<file path="config.mk">
export PLATFORM = sky130hd
export DESIGN_NAME = tqm_front
export DESIGN_NICKNAME = d
export VERILOG_FILES = /design/src/sv/tqm_pkg.sv /design/src/sv/tqm_front.sv
export SDC_FILE = /design/constraint.sdc
export NUM_CORES = 1
export LEC_CHECK = 0
export BUFFER_PORTS_ARGS = -buffer_cell sky130_fd_sc_hd__buf_4
export CORE_MARGIN = 2
export CORE_UTILIZATION = 52
export DETAILED_ROUTE_END_ITERATION = 10
export PLACE_DENSITY_LB_ADDON = 0.08
export SETUP_SLACK_MARGIN = 0.02
export SLEW_MARGIN = 15
export SYNTH_ARGS = -nofsm -noshare
export SYNTH_HDL_FRONTEND = slang
export SYNTH_SLANG_ARGS = --single-unit
</file>
<file path="constraint.sdc">
create_clock -name aclk -period 3 [get_ports aclk]
set_clock_uncertainty 0.15 [all_clocks]
set_input_delay 0.6 -clock aclk [delete_from_list [all_inputs] [get_ports aclk]]
set_output_delay 0.6 -clock aclk [all_outputs]
set_load 0.01 [all_outputs]
</file>
<file path="src/sv/tqm_pkg.sv">
package tqm_pkg;

    localparam int ELEMENT_COUNT = 1048576;
    localparam int TEAM_COUNT    = 1024;
    localparam int SLOT_COUNT    = 4096;

    localparam int ELEMENT_W = $clog2(ELEMENT_COUNT);
    localparam int TEAM_W    = $clog2(TEAM_COUNT);
    localparam int SLOT_W    = $clog2(SLOT_COUNT);

    localparam int FRONT_DEPTH = 2;

    typedef enum logic [1:0] {
        OP_ASSIGN = 2'd0,
        OP_ENQ    = 2'd1,
        OP_DEQ    = 2'd2,
        OP_CLEAR  = 2'd3
    } op_t;

    typedef enum logic [1:0] {
        ST_OK    = 2'd0,
        ST_EMPTY = 2'd1,
        ST_FULL  = 2'd2
    } status_t;

    typedef struct packed {
        op_t                  op;
        logic [ELEMENT_W-1:0] element;
        logic [TEAM_W-1:0]    team;
    } req_t;

    typedef struct packed {
        logic valid;
        req_t req;
    } front_out_t;

endpackage

</file>
<file path="src/sv/tqm_front.sv">
module tqm_front (
    input  logic                          aclk,
    input  logic                          aresetn,
    input  logic                          s_valid,
    output logic                          s_ready,
    input  logic [1:0]                    s_op,
    input  logic [tqm_pkg::ELEMENT_W-1:0] s_element,
    input  logic [tqm_pkg::TEAM_W-1:0]    s_team,
    input  logic                          init_done,
    output tqm_pkg::front_out_t           front_out,
    input  logic                          req_pop
);
    import tqm_pkg::*;

    localparam int PW = $clog2(FRONT_DEPTH);

    req_t            q_reg [FRONT_DEPTH];
    logic [PW-1:0]   wr_ptr_reg, wr_ptr_next;
    logic [PW-1:0]   rd_ptr_reg, rd_ptr_next;
    logic [PW:0]     cnt_reg, cnt_next;
    logic            push;
    logic            pop;
    req_t            in_req;

    // classify the raw op code into the request type
    always_comb begin
        in_req.element = s_element;
        in_req.team    = s_team;
        case (s_op)
            OP_ASSIGN: in_req.op = OP_ASSIGN;
            OP_ENQ:    in_req.op = OP_ENQ;
            OP_DEQ:    in_req.op = OP_DEQ;
            default:   in_req.op = OP_CLEAR;
        endcase
    end

    assign s_ready = init_done && (cnt_reg != (PW+1)'(FRONT_DEPTH));
    assign push    = s_valid && s_ready;
    assign pop     = req_pop && (cnt_reg != '0);

    assign front_out.valid = (cnt_reg != '0);
    assign front_out.req   = q_reg[rd_ptr_reg];

    always_comb begin
        wr_ptr_next = push ? wr_ptr_reg + 1'b1 : wr_ptr_reg;
        rd_ptr_next = pop  ? rd_ptr_reg + 1'b1 : rd_ptr_reg;
        cnt_next    = cnt_reg + (PW+1)'(push) - (PW+1)'(pop);
    end

    always_ff @(posedge aclk) begin
        if (!aresetn) begin
            wr_ptr_reg <= '0;
            rd_ptr_reg <= '0;
            cnt_reg    <= '0;
        end else begin
            wr_ptr_reg <= wr_ptr_next;
            rd_ptr_reg <= rd_ptr_next;
            cnt_reg    <= cnt_next;
        end
    end

    always_ff @(posedge aclk) begin
        if (push) begin
            q_reg[wr_ptr_reg] <= in_req;
        end
    end

endmodule

</file>
After elaboration in Yosys (flattened, before gate mapping)
Memory sizes are Yosys's and may differ from the RTL's. A register that Yosys moved wholly into a read port is not among the register bits.
Cells that the tools add are included.
- bits in registers: 4
- bits in writable memories: 64
- output and inout bits: 34
- word-level logic and storage cells: 21
- memories kept: 1
- memory list (name ; words ; width ; rd ports ; clocked after Yosys merged registers in ; wr ports ; line ; source):
    q_reg ; 2 ; 32 ; 1 ; 1 ; 1 ; tqm_front.sv:17 ; req_t q_reg [FRONT_DEPTH];
- add/subtract/negate cells: 4
- equality and inequality tests: 3
- mux-type cells: 5
- reduce and logical (&&, ||, !) cells: 5
- operators by type and width (kind ; count):
    2-bit one-hot mux with 3 select lines ; 1
    1-bit 2-to-1 mux ; 4
    1-bit logical AND ; 3
    1-bit adder (second input constant) ; 2
    2-bit by 1-bit adder with 2-bit output ; 1
    2-bit by 1-bit == test with 1-bit output (second input constant) ; 1
    2-bit == test (second input constant) ; 1
    2-bit zero test ; 1
    2-bit inequality test (second input constant) ; 1
    2-bit nonzero test ; 1
    2-bit by 1-bit subtractor with 2-bit output ; 1

Depth between registers and ports, before layout
- word-level depth: 5
- gate-level depth with buffers: 8
- gate-level depth less buffers: 8

Worst setup path after synthesis
No wires, ideal clock.
- path type: input-to-reg
- start point: input s_valid
- end point: memory q_reg[0][0] in the netlist's numbering (enable)
- setup time: 0.421 ns
- data arrival time: 2.099 ns
- path slack: 0.329 ns
- stages: 2
- buffers on the path: 0
- cells stage by stage: nand3_1 -> nor2_1
- cells in the longest elaborated chain, start to end: 3
- ends and longest elaborated chain (element ; line ; source):
    start: declaration ; tqm_front.sv:4 ; input logic s_valid,
    1-bit logical AND ; tqm_front.sv:38 ; assign push = s_valid && s_ready;
    1-bit 2-to-1 mux ; tqm_front.sv:63 ; if (push) begin
    1-bit 2-to-1 mux (not written as such) ; tqm_front.sv:64 ; q_reg[wr_ptr_reg] <= in_req;
    end: declaration ; tqm_front.sv:17 ;
No other way between the ends.

==> impl_metrics.toml <==
[timing]
post-route-period-util_pct = 82.34
max_freq_ghz = 0.4048
relSlewSlack_pct = 64.30
setup_viol = 0
finalCriticalPeriod_ps = 2470
hold_viol_final = 0
worst_pin_slew_ps = 535.5
tns_ps = 0
setup_ws_ps = 529.7
rsz0062_at_grt = "false"
slew_viol_final = 0

[final_layout]
fin_area_um2 = 3462
final_cells = 278
drive_gt1_share_pct = 56.73
largest_reg_flops = 64
area_growth_pct = 27.51
diodes = 0
nets = 244

[synthesis]
yosysWarningCount = 0
synth_commonest_cells = "64 x edfxtp_1, 30 x mux2_4, 5 x dfxtp_1"
ys.flop_type = "edfxtp_1"
yosysUniqueCellTypes = 20
yosysMostFrequentCell = "edfxtp_1"
synth-seq-area-share_pct = 74.47
yosysTopAreaCell = "edfxtp_1"
synth_nets = 166
avgSynthCellArea_um2 = 21.38
synth_edf_count = 64
synth_area_leaders = "edfxtp_1 71%, mux2_4 17%, dfxtp_1 3.7%, buf_12 2.2%, xnor2_1 0.97%"
syn-cell-area_um2 = 2715
async_flop_share_pct = 0
syn_inst = 127
ys_seq_elements = 69
yosys.area.top_type_share_pct = 70.78

[floorplanning]
initial_core_util_pct = 53.50
io_pins = 71
die_w_um = 76.26
core-area_um2 = 5075
dieArea_um2 = 5816
die_height_um = 76.26
core.rowCount = 26

[clocking]
cts_setup_buffers = 0
cts_hold_buf = 0
h-tree-depth = 3
cts-resized-gates = 0
clk_latency_ps = 330
cts_sinks = 69
cts_buffers = 9
clockBufferDepth = 2
clkSlewWorstSetupHoldPaths_ps = 60
cts_root_buffer = "clkbuf_8"
tritoncts = "done"

[place]
routabilityCongestion = 0.7145
dpl.hpwl_mm = 2.896
port_buffers = 70
placed_cell_area_um2 = 3293
post-place-ws_ps = 869.2
placed_cells = 264

[routing]
drc = 0
ant_nets = 0
firstDrtPassIters = 4
drt-vias-per-instance = 4.932
drtIter0Drc = 91
wl_per_cell_um = 15.17
wirelength_mm = 4.218
vias = 1371

[pwr]
power_density_nw_per_um2 = 724.4
leakage_nw = 1.360
internal_power_mw = 1.903
switching_share_pct = 24.10
power.switching_uw = 604.5
worst_ir_drop_vdd_mv = 0.4459
combPwrFrac_pct = 25.7
power_frac_clock_pct = 26.3
pwr-share-seq_pct = 48.0

[critical_path]
critical_path_arrival_ps = 1720
critPathCaptureType = "primary output"
startpoint_type = "register"
crit_path_max_fanout = 17
critical_path_class = "register to primary output"
required_ps = 2250

[min_path]
hold_path.class = "input pin to register"

[global_route]
first_global_vias = 1378
grt_pass1_wl_mm = 6.458
gr-usage-all-layers_pct = 15.21
antenna_found_initial = 0
grt_max_degree = 33
grt-ovfl-total = 0

[outcome]
outcome = "complete, no violations"

[flow_run]
max-cap-violations = 0
==> final cells by class <==
type | count | area [um2]
Tap cell | 70 | 87.58
Sequential cell | 69 | 2023
Timing Repair Buffer | 73 | 560.5
Fill cell | 362 | 1613
Inverter | 1 | 3.754
Clock inverter | 4 | 41.29
Multi-Input combinational cell | 51 | 618.1
Clock buffer | 10 | 127.6
==> power groups by stage <==
stage	Clock, mW	Sequential [mW]	Combinational (mW)
3_3_place_gp	0	1.22	0.638
6_report	0.660	1.20	0.644
2_1_floorplan	0	1.18	0.473
4_1_cts	0.677	1.21	0.656
3_5_place_dp	0	1.23	0.655
5_1_grt	0.723	1.21	0.687
==> layout by cell type (no fill, tap or decap), drive strengths merged <==
master	instances
and2	3
and3	1
buf	73
bufinv	1
clkbuf	10
clkinv	3
dfxtp	5
edfxtp	64
ha	2
inv	1
mux2	32
mux2i	1
nand2	1
nand2b	2
nand3	1
nor2	1
nor2b	2
o21a	1
or2	1
xnor2	3
==> logic make-up after synthesis <==
family                     share of synthesized area [%]
AOI/OAI and AO/OA                                 0.2766
xor gates and xnor gates                          0.9679
adders and majority gates                         0.9215
buffers and inverters                              3.042
DFF                                                74.47
muxes                                              17.79
and+or+nand+nor                                    2.534
==> critical path, cell delays in order (launching register included) <==
cell and delay (ps):
dfxtp_2 670, buf_12 260, mux2_4 320, buf_4 140
==> stage by stage <==
| step | total power, mW | util [%] | hold WS [ps] |
|---|---|---|---|
| after CTS | 2.538 | 68.22 | 287.4 |
| after detailed placement | 1.880 | 64.89 | 380.7 |
| after global placement | 1.857 | 64.89 | 352.4 |
| after global routing | 2.624 | 68.22 | 284.6 |
| after floorplan | 1.655 | - | 304.9 |
| final | 2.508 | 68.22 | 303.8 |
==> worst paths after layout <==
check | start | to | slack, ps | cells past startpoint
worst max register to register | cnt_reg[0] | cnt_reg[1] | 1070 | 8
worst max-delay path | register | front_out[17] | 530 | 3
worst min-delay path | s_team[0] | q_reg[0][0] | 300 | 1
worst min register to register | wr_ptr_reg | wr_ptr_reg | 380 | 2
==> metal layers <==
metal / vias up / wire length [um] / GRT usage [%] / share of wire [%]
met5: - / 0 / 0 / 0
li1: 636 / - / - / -
met3: 11 / 274 / 5.806 / 6.5
met2: 48 / 2319 / 26.46 / 55
met4: 0 / 90 / 8.727 / 2.1
met1: 676 / 1534 / 15.59 / 36
Note: power is estimated with default switching activity, not from simulation.
